--- src/rtl/core/mclm_pkg.sv ---
// ----------------------------------------------------------------------------
// mclm_pkg
// Codes and constants shared by the media change latch monitor.
// ----------------------------------------------------------------------------
`default_nettype none

package mclm_pkg;

	// item opcodes
	localparam logic [1:0] OP_OBSERVE = 2'd0;
	localparam logic [1:0] OP_LINK    = 2'd1;
	localparam logic [1:0] OP_FAULT   = 2'd2;

	// media event codes of an observation
	localparam logic [2:0] ME_EJECT   = 3'd1;
	localparam logic [2:0] ME_NEW     = 3'd2;
	localparam logic [2:0] ME_REMOVAL = 3'd3;
	localparam logic [2:0] ME_CHANGED = 3'd4;

	// readiness codes
	localparam logic [1:0] RD_PRESENT = 2'd1;
	localparam logic [1:0] RD_ABSENT  = 2'd2;

	// latched event codes
	localparam logic [2:0] EV_NONE         = 3'd0;
	localparam logic [2:0] EV_EJECT        = 3'd1;
	localparam logic [2:0] EV_CHANGED      = 3'd2;
	localparam logic [2:0] EV_FAULT        = 3'd3;
	localparam logic [2:0] EV_DISCONNECTED = 3'd4;

	// configuration register indexes
	localparam logic [1:0] REG_ABSENT_CONFIRM     = 2'd0;
	localparam logic [1:0] REG_FAULT_CONFIRM      = 2'd1;
	localparam logic [1:0] REG_DISCONNECT_CONFIRM = 2'd2;

	localparam logic [7:0] CONFIRM_RESET = 8'd3;

	typedef logic [7:0] count_t;

endpackage

`default_nettype wire

--- src/rtl/core/media_change_latch_monitor.sv ---
// ----------------------------------------------------------------------------
// media_change_latch_monitor
// Tracks media, link and session-fault reports and latches the first
// terminal event; every report returns the event latched so far.
// ----------------------------------------------------------------------------
// throughput: one report per cycle while the result channel does not stall;
// the monitor state updates as the report moves from the input register to
// the result register
// reset: no event latched, counters and generation cleared, all three
// confirm thresholds set to 3
`default_nettype none

module media_change_latch_monitor (
	input  wire logic        clk,
	input  wire logic        arst_n,
	// configuration
	input  wire logic        cfg_we,
	input  wire logic [1:0]  cfg_index,
	input  wire logic [7:0]  cfg_data,
	// report channel
	input  wire logic        item_valid,
	output logic             item_stall,
	input  wire logic [1:0]  opcode,
	input  wire logic [2:0]  media_event,
	input  wire logic [63:0] media_generation,
	input  wire logic [1:0]  readiness,
	input  wire logic        link_known,
	input  wire logic        link_connected,
	// result channel
	output logic             result_valid,
	input  wire logic        result_stall,
	output logic [2:0]       latched_event
);

	// configuration registers
	mclm_pkg::count_t absent_confirm_q;
	mclm_pkg::count_t fault_confirm_q;
	mclm_pkg::count_t disconnect_confirm_q;

	// input register
	logic        valid_s1;
	logic [1:0]  opcode_s1;
	logic [2:0]  media_event_s1;
	logic [63:0] media_generation_s1;
	logic [1:0]  readiness_s1;
	logic        link_known_s1;
	logic        link_connected_s1;

	// monitor state
	logic [2:0]       held_q,       held_d;
	logic [63:0]      known_gen_q,  known_gen_d;
	logic             gen_valid_q,  gen_valid_d;
	logic             fault_pend_q, fault_pend_d;
	mclm_pkg::count_t fault_cnt_q,  fault_cnt_d;
	mclm_pkg::count_t absent_cnt_q, absent_cnt_d;
	mclm_pkg::count_t disc_cnt_q,   disc_cnt_d;

	logic             result_valid_q;
	logic [2:0]       latched_event_q;

	logic             advance;
	logic             accept;
	mclm_pkg::count_t fault_inc;
	mclm_pkg::count_t absent_inc;
	mclm_pkg::count_t disc_inc;
	logic             gen_mismatch;
	logic             change_report;

	assign advance    = valid_s1 && (!result_valid_q || !result_stall);
	assign item_stall = valid_s1 && !advance;
	assign accept     = item_valid && !item_stall;

	assign result_valid  = result_valid_q;
	assign latched_event = latched_event_q;

	// saturating increments
	assign fault_inc  = (fault_cnt_q < fault_confirm_q) ? fault_cnt_q + 8'd1 : fault_cnt_q;
	assign absent_inc = (absent_cnt_q < absent_confirm_q) ? absent_cnt_q + 8'd1 : absent_cnt_q;
	assign disc_inc   = (disc_cnt_q < disconnect_confirm_q) ? disc_cnt_q + 8'd1 : disc_cnt_q;

	assign gen_mismatch  = media_generation_s1 != known_gen_q;
	assign change_report = media_event_s1 == mclm_pkg::ME_NEW
		|| media_event_s1 == mclm_pkg::ME_REMOVAL
		|| media_event_s1 == mclm_pkg::ME_CHANGED;

	always_comb begin
		held_d       = held_q;
		known_gen_d  = known_gen_q;
		gen_valid_d  = gen_valid_q;
		fault_pend_d = fault_pend_q;
		fault_cnt_d  = fault_cnt_q;
		absent_cnt_d = absent_cnt_q;
		disc_cnt_d   = disc_cnt_q;
		if (held_q == mclm_pkg::EV_NONE) begin
			case (opcode_s1)
				mclm_pkg::OP_OBSERVE: begin
					if (media_event_s1 == mclm_pkg::ME_EJECT) begin
						held_d = mclm_pkg::EV_EJECT;
					end else if (gen_valid_q && (gen_mismatch || change_report)) begin
						held_d = mclm_pkg::EV_CHANGED;
					end else begin
						if (!gen_valid_q) begin
							known_gen_d = media_generation_s1;
							gen_valid_d = 1'b1;
						end
						if (fault_pend_q && readiness_s1 == mclm_pkg::RD_PRESENT) begin
							held_d = mclm_pkg::EV_FAULT;
						end else if (fault_pend_q && fault_inc >= fault_confirm_q) begin
							fault_cnt_d = fault_inc;
							held_d      = mclm_pkg::EV_FAULT;
						end else begin
							fault_cnt_d = fault_pend_q ? fault_inc : 8'd0;
							if (readiness_s1 == mclm_pkg::RD_PRESENT) begin
								absent_cnt_d = 8'd0;
							end else if (readiness_s1 == mclm_pkg::RD_ABSENT) begin
								absent_cnt_d = absent_inc;
								if (absent_inc >= absent_confirm_q) begin
									held_d = mclm_pkg::EV_CHANGED;
								end
							end
						end
					end
				end
				mclm_pkg::OP_LINK: begin
					if (link_known_s1) begin
						if (link_connected_s1) begin
							disc_cnt_d = 8'd0;
						end else begin
							disc_cnt_d = disc_inc;
							if (disc_inc >= disconnect_confirm_q) begin
								held_d = mclm_pkg::EV_DISCONNECTED;
							end
						end
					end
				end
				mclm_pkg::OP_FAULT: begin
					fault_pend_d = 1'b1;
				end
				default: begin
					// unused opcode leaves the state alone
				end
			endcase
		end
	end

	// configuration writes
	always_ff @(posedge clk or negedge arst_n) begin
		if (!arst_n) begin
			absent_confirm_q     <= mclm_pkg::CONFIRM_RESET;
			fault_confirm_q      <= mclm_pkg::CONFIRM_RESET;
			disconnect_confirm_q <= mclm_pkg::CONFIRM_RESET;
		end else if (cfg_we) begin
			case (cfg_index)
				mclm_pkg::REG_ABSENT_CONFIRM:     absent_confirm_q     <= cfg_data;
				mclm_pkg::REG_FAULT_CONFIRM:      fault_confirm_q      <= cfg_data;
				mclm_pkg::REG_DISCONNECT_CONFIRM: disconnect_confirm_q <= cfg_data;
				default: begin
				end
			endcase
		end
	end

	// input register
	always_ff @(posedge clk or negedge arst_n) begin
		if (!arst_n) begin
			valid_s1 <= 1'b0;
		end else if (accept) begin
			valid_s1 <= 1'b1;
		end else if (advance) begin
			valid_s1 <= 1'b0;
		end
	end

	always_ff @(posedge clk) begin
		if (accept) begin
			opcode_s1           <= opcode;
			media_event_s1      <= media_event;
			media_generation_s1 <= media_generation;
			readiness_s1        <= readiness;
			link_known_s1       <= link_known;
			link_connected_s1   <= link_connected;
		end
	end

	// state update and result register
	always_ff @(posedge clk or negedge arst_n) begin
		if (!arst_n) begin
			held_q         <= mclm_pkg::EV_NONE;
			known_gen_q    <= 64'd0;
			gen_valid_q    <= 1'b0;
			fault_pend_q   <= 1'b0;
			fault_cnt_q    <= 8'd0;
			absent_cnt_q   <= 8'd0;
			disc_cnt_q     <= 8'd0;
			result_valid_q <= 1'b0;
		end else begin
			if (advance) begin
				held_q         <= held_d;
				known_gen_q    <= known_gen_d;
				gen_valid_q    <= gen_valid_d;
				fault_pend_q   <= fault_pend_d;
				fault_cnt_q    <= fault_cnt_d;
				absent_cnt_q   <= absent_cnt_d;
				disc_cnt_q     <= disc_cnt_d;
				result_valid_q <= 1'b1;
			end else if (!result_stall) begin
				result_valid_q <= 1'b0;
			end
		end
	end

	always_ff @(posedge clk) begin
		if (advance) begin
			latched_event_q <= held_d;
		end
	end

	// a latched event never changes until reset
	a_held_frozen: assert property (@(posedge clk) disable iff (!arst_n)
		held_q != mclm_pkg::EV_NONE |=> $stable(held_q))
		else $error("latched event changed after latching");

	// the result taken in matches the monitor state it came from
	a_result_matches: assert property (@(posedge clk) disable iff (!arst_n)
		advance |=> latched_event_q == held_q)
		else $error("result does not match held event");

	// the input side only stalls behind a held report
	a_stall_reason: assert property (@(posedge clk) disable iff (!arst_n)
		item_stall |-> valid_s1 && result_valid_q)
		else $error("input stalled with no pending report");

endmodule

`default_nettype wire
--- config.mk ---
export PLATFORM = sky130hd
export DESIGN_NAME = media_change_latch_monitor
export DESIGN_NICKNAME = d
export VERILOG_FILES = /design/src/rtl/core/mclm_pkg.sv /design/src/rtl/core/media_change_latch_monitor.sv
export SDC_FILE = /design/constraint.sdc
export NUM_CORES = 1
export LEC_CHECK = 0
export BUFFER_PORTS_ARGS = -buffer_cell sky130_fd_sc_hd__buf_2
export CORE_MARGIN = 2
export CORE_UTILIZATION = 25
export DETAILED_ROUTE_END_ITERATION = 12
export PLACE_DENSITY = 0.39
export REMOVE_ABC_BUFFERS = 1
export SLEW_MARGIN = 40
export SYNTH_ARGS = -nofsm -noshare
export SYNTH_HDL_FRONTEND = slang
export SYNTH_SLANG_ARGS = --single-unit
--- constraint.sdc ---
create_clock -name clk -period 6.1 [get_ports clk]
set_input_delay 0.305 -clock clk [delete_from_list [all_inputs] [get_ports clk]]
set_output_delay 0.305 -clock clk [all_outputs]
set_load 0.05 [all_outputs]
==> qor.yml <==
irDropWorstVdd_mv: 0.196
finalSetupTns_ns: 0
die_w_um: 197
ys.warnings.count: 0
ys_seq_area_frac: 0.565
antenna_found_initial: 4
swShare: 0.254
crit_type: "reg2reg"
power.density_nw_per_um2: 262
fillers: 3748
final_cells: 1318
routed_wl_um: 20800
cts-root-buf: "clkbuf_16"
status: "completed"
grt_pass1_wl_um: 34000
met2_length_um: 9070
grt_max_degree: 64
worst_skew_pair.late_latency_ns: 0.44
cp.arrival_ns: 4.74
vias_per_cell: 4.47
internal_power_w: 0.00215
combPwrFrac: 0.099
setup_viol: 0
switchingPower_w: 0.000732
cts_tree: "yes"
post_dp_cell_area_um2: 10400
synth_area_leaders: "dfrtp_1 30%, edfxtp_1 24%, mux2_2 9.7%"
die_area_um2: 38900
yosys-top-cells-count: "113 x dfrtp_1, 80 x mux2_2, 76 x edfxtp_1"
grt_pass1_vias: 6028
leakagePower_nw: 4.71
synth_top_area_cell: "dfrtp_1"
synth_area_um2: 9320
dp_hpwl_um: 15100
synth_top_area_share: 0.303
fin_crit_sh: 0.721
path_cells: "ha_1 -> or4_1 -> a21oi_1 -> o21a_1 -> o21ai_1 -> or3_1 -> nand2_1 -> ha_1 -> a21oi_1 -> o21ai_0 -> a311oi_1 -> o21bai_1 -> or2_0 -> o41ai_1"
syn_avg_cell_area_um2: 12.7
worstMarginPinSlew_ns: 0.711
ioPinCount: 93
cap_violations: 0
drt_first_pass_iters: 4
postCtsSetupBuffers: 0
antennaDiodeCount: 0
row_count: 70
dp_cells: 1285
dr_total_vias: 5885
fin_crit_ns: 4.40
drc_errors: 0
grtUsageTotal: 0.114
die_h_um: 197
slew_violations: 0
required_ns: 6.44
drt.antenna.violating_nets: 0
cts_buffers: 17
start_util: 0.254
path_max_fanout: 8
wl_per_cell_um: 15.8
place.gp.congestion: 0.716
hold_viol_final: 0
clockBufferDepth: 2
wl_met3_um: 880
synth_edf_count: 76
skew_ns: 0.00993
cts.reportedPaths.clkPinSlew_ns: 0.07
yosysMostFrequentCell: "dfrtp_1"
drive_gt1_frac: 0.259
critPathSlowestCell: "a311oi_1"
pwr-share-clk: 0.387
synth-main-ff-cell: "dfrtp_1"
synth-async-reset-ratio: 0.610
synthCells: 736
seq_power_share: 0.514
fmax_mhz: 227
area_growth_pct: 17.7
h-tree-depth: 4
crit_path_end_kind: "flip-flop"
cp_slowest_stage_delay_ns: 0.61
cp-start-kind: "flip-flop"
rsz0062_at_grt: "false"
max_slew_margin: 0.523
hp-class: "in2reg"
routedLengthMet1_um: 10500
overflow: 0
ys_ff_latch: 195
portBuffers: 92
coreArea_um2: 36700
drt_iter0_drc: 254
clkSinkCount: 195
synth_cell_types: 56
routed.top_layer: "met5"
nNetsFinal: 975
post-route-cell-area_um2: 11000
[kinds of logic (layout without fill, tap and decap cells)]
family | count (synthesis) | after routing | share of synthesized area
XOR/XNOR | 78 | 78 | 0.0733
AND/OR/NAND/NOR | 148 | 148 | 0.0831
adder cells (fa/ha/maj) | 50 | 50 | 0.0671
multiplexers | 82 | 82 | 0.0988
buffers and inverters | 60 | 174 | 0.0251
flip-flops | 195 | 195 | 0.565
AO/OA/AOI/OAI | 123 | 123 | 0.0876
[cells in the final DEF (no fill, tap or decap), drive strengths merged, types with 3 or more instances in the layout]
cell,Yosys,layout
dfrtp,113,113
buf,4,99
mux2,80,80
edfxtp,76,76
xnor2,64,64
ha,50,50
inv,42,46
nand2,45,45
o21ai,42,42
clkbuf,14,20
nand4,18,18
nor2,15,15
nand3,14,14
xor2,14,14
nand2b,11,11
a21oi,10,10
a21o,9,9
or3,8,8
o41ai,8,8
a31oi,7,7
o21a,6,6
and3,6,6
nor4,6,6
o211ai,6,6
dfstp,6,6
nor3,5,5
and2,5,5
clkinv,0,5
or4,4,4
o22ai,4,4
o31ai,4,4
a211oi,3,3
o2111ai,3,3
nand4b,3,3
o21bai,3,3
nand3b,3,3
a41oi,3,3
[layer usage]
metal,track usage,vias up
met2,0.169,95
met3,0.0287,23
met5,0,-
li1,-,2900
met1,0.162,2859
met4,0.0343,8
[worst max-delay path, delay by kind of cell (launching register included)]
family	cells	cell delay, ns
AOI/OAI and AO/OA	8	1.97
and+or+nand+nor	4	1.43
DFF	1	0.45
adders and majority gates	2	0.45
[registers in the layout, indices dropped and copies added (netlist names)]
register              cells
link_known_s1             1
opcode_s1                 2
fault_pend_q              1
disc_cnt_q                8
media_event_s1            3
valid_s1                  1
known_gen_q              64
link_connected_s1         1
held_q                    3
media_generation_s1      64
result_valid              1
latched_event             3
fault_cnt_q               8
fault_confirm_q           8
gen_valid_q               1
absent_cnt_q              8
readiness_s1              2
disconnect_confirm_q      8
absent_confirm_q          8
[path summary, 6_finish.rpt]
kind	start	endpoint	slack [ns]	cells after the start
hold / removal	media_generation[29]	media_generation_s1[29]	0.04	1
setup reg to reg	fault_cnt_q[3]	absent_cnt_q[3]	1.70	14
max in group asynchronous	arst_n	fault_confirm_q[3]	4.68	3
hold reg to reg	media_generation_s1[9]	known_gen_q[9]	0.49	2
min in group asynchronous	arst_n	known_gen_q[29]	0.42	2
setup / recovery	fault_cnt_q[3]	absent_cnt_q[3]	1.70	14
[power groups by stage]
stage	sequential, W	clock [W]	combinational, W
final	0.00148	0.00111	0.000285
after global routing	0.00149	0.00121	0.000329
after CTS	0.00148	0.00117	0.000295
after detailed placement	0.00151	0	0.000294
after global placement	0.00151	0	0.000286
after floorplan	0.00150	0	0.000169
[per-stage QoR]
step	worst slack [ns]	hold slack (ns)	total power [W]	util
2_1_floorplan	1.50	0.00941	0.00167	-
4_1_cts	1.69	0.00704	0.00294	0.299
5_1_grt	1.28	0.00659	0.00303	0.299
3_5_place_dp	1.67	0.356	0.00180	0.283
6_report	1.70	0.0354	0.00288	0.299
3_3_place_gp	1.80	0.468	0.00179	0.282
[final cells by class]
class | instances | area [um^2] | area share
sequential | 195 | 5270 | 0.480
timing repair buffer | 100 | 558 | 0.0508
tap | 468 | 586 | 0.0534
multi-input combinational | 481 | 3830 | 0.349
clock buffer | 20 | 447 | 0.0407
inverter | 42 | 158 | 0.0144
clock inverter | 12 | 128 | 0.0116
[timing repair]
item / CTS / global route
resized for setup: 0 / 0
hold buffers: 1 / 0
setup endpoints to repair: 0 / 0
hold endpoints to repair: 62 / 0
Power figures use the tool's default switching activity.
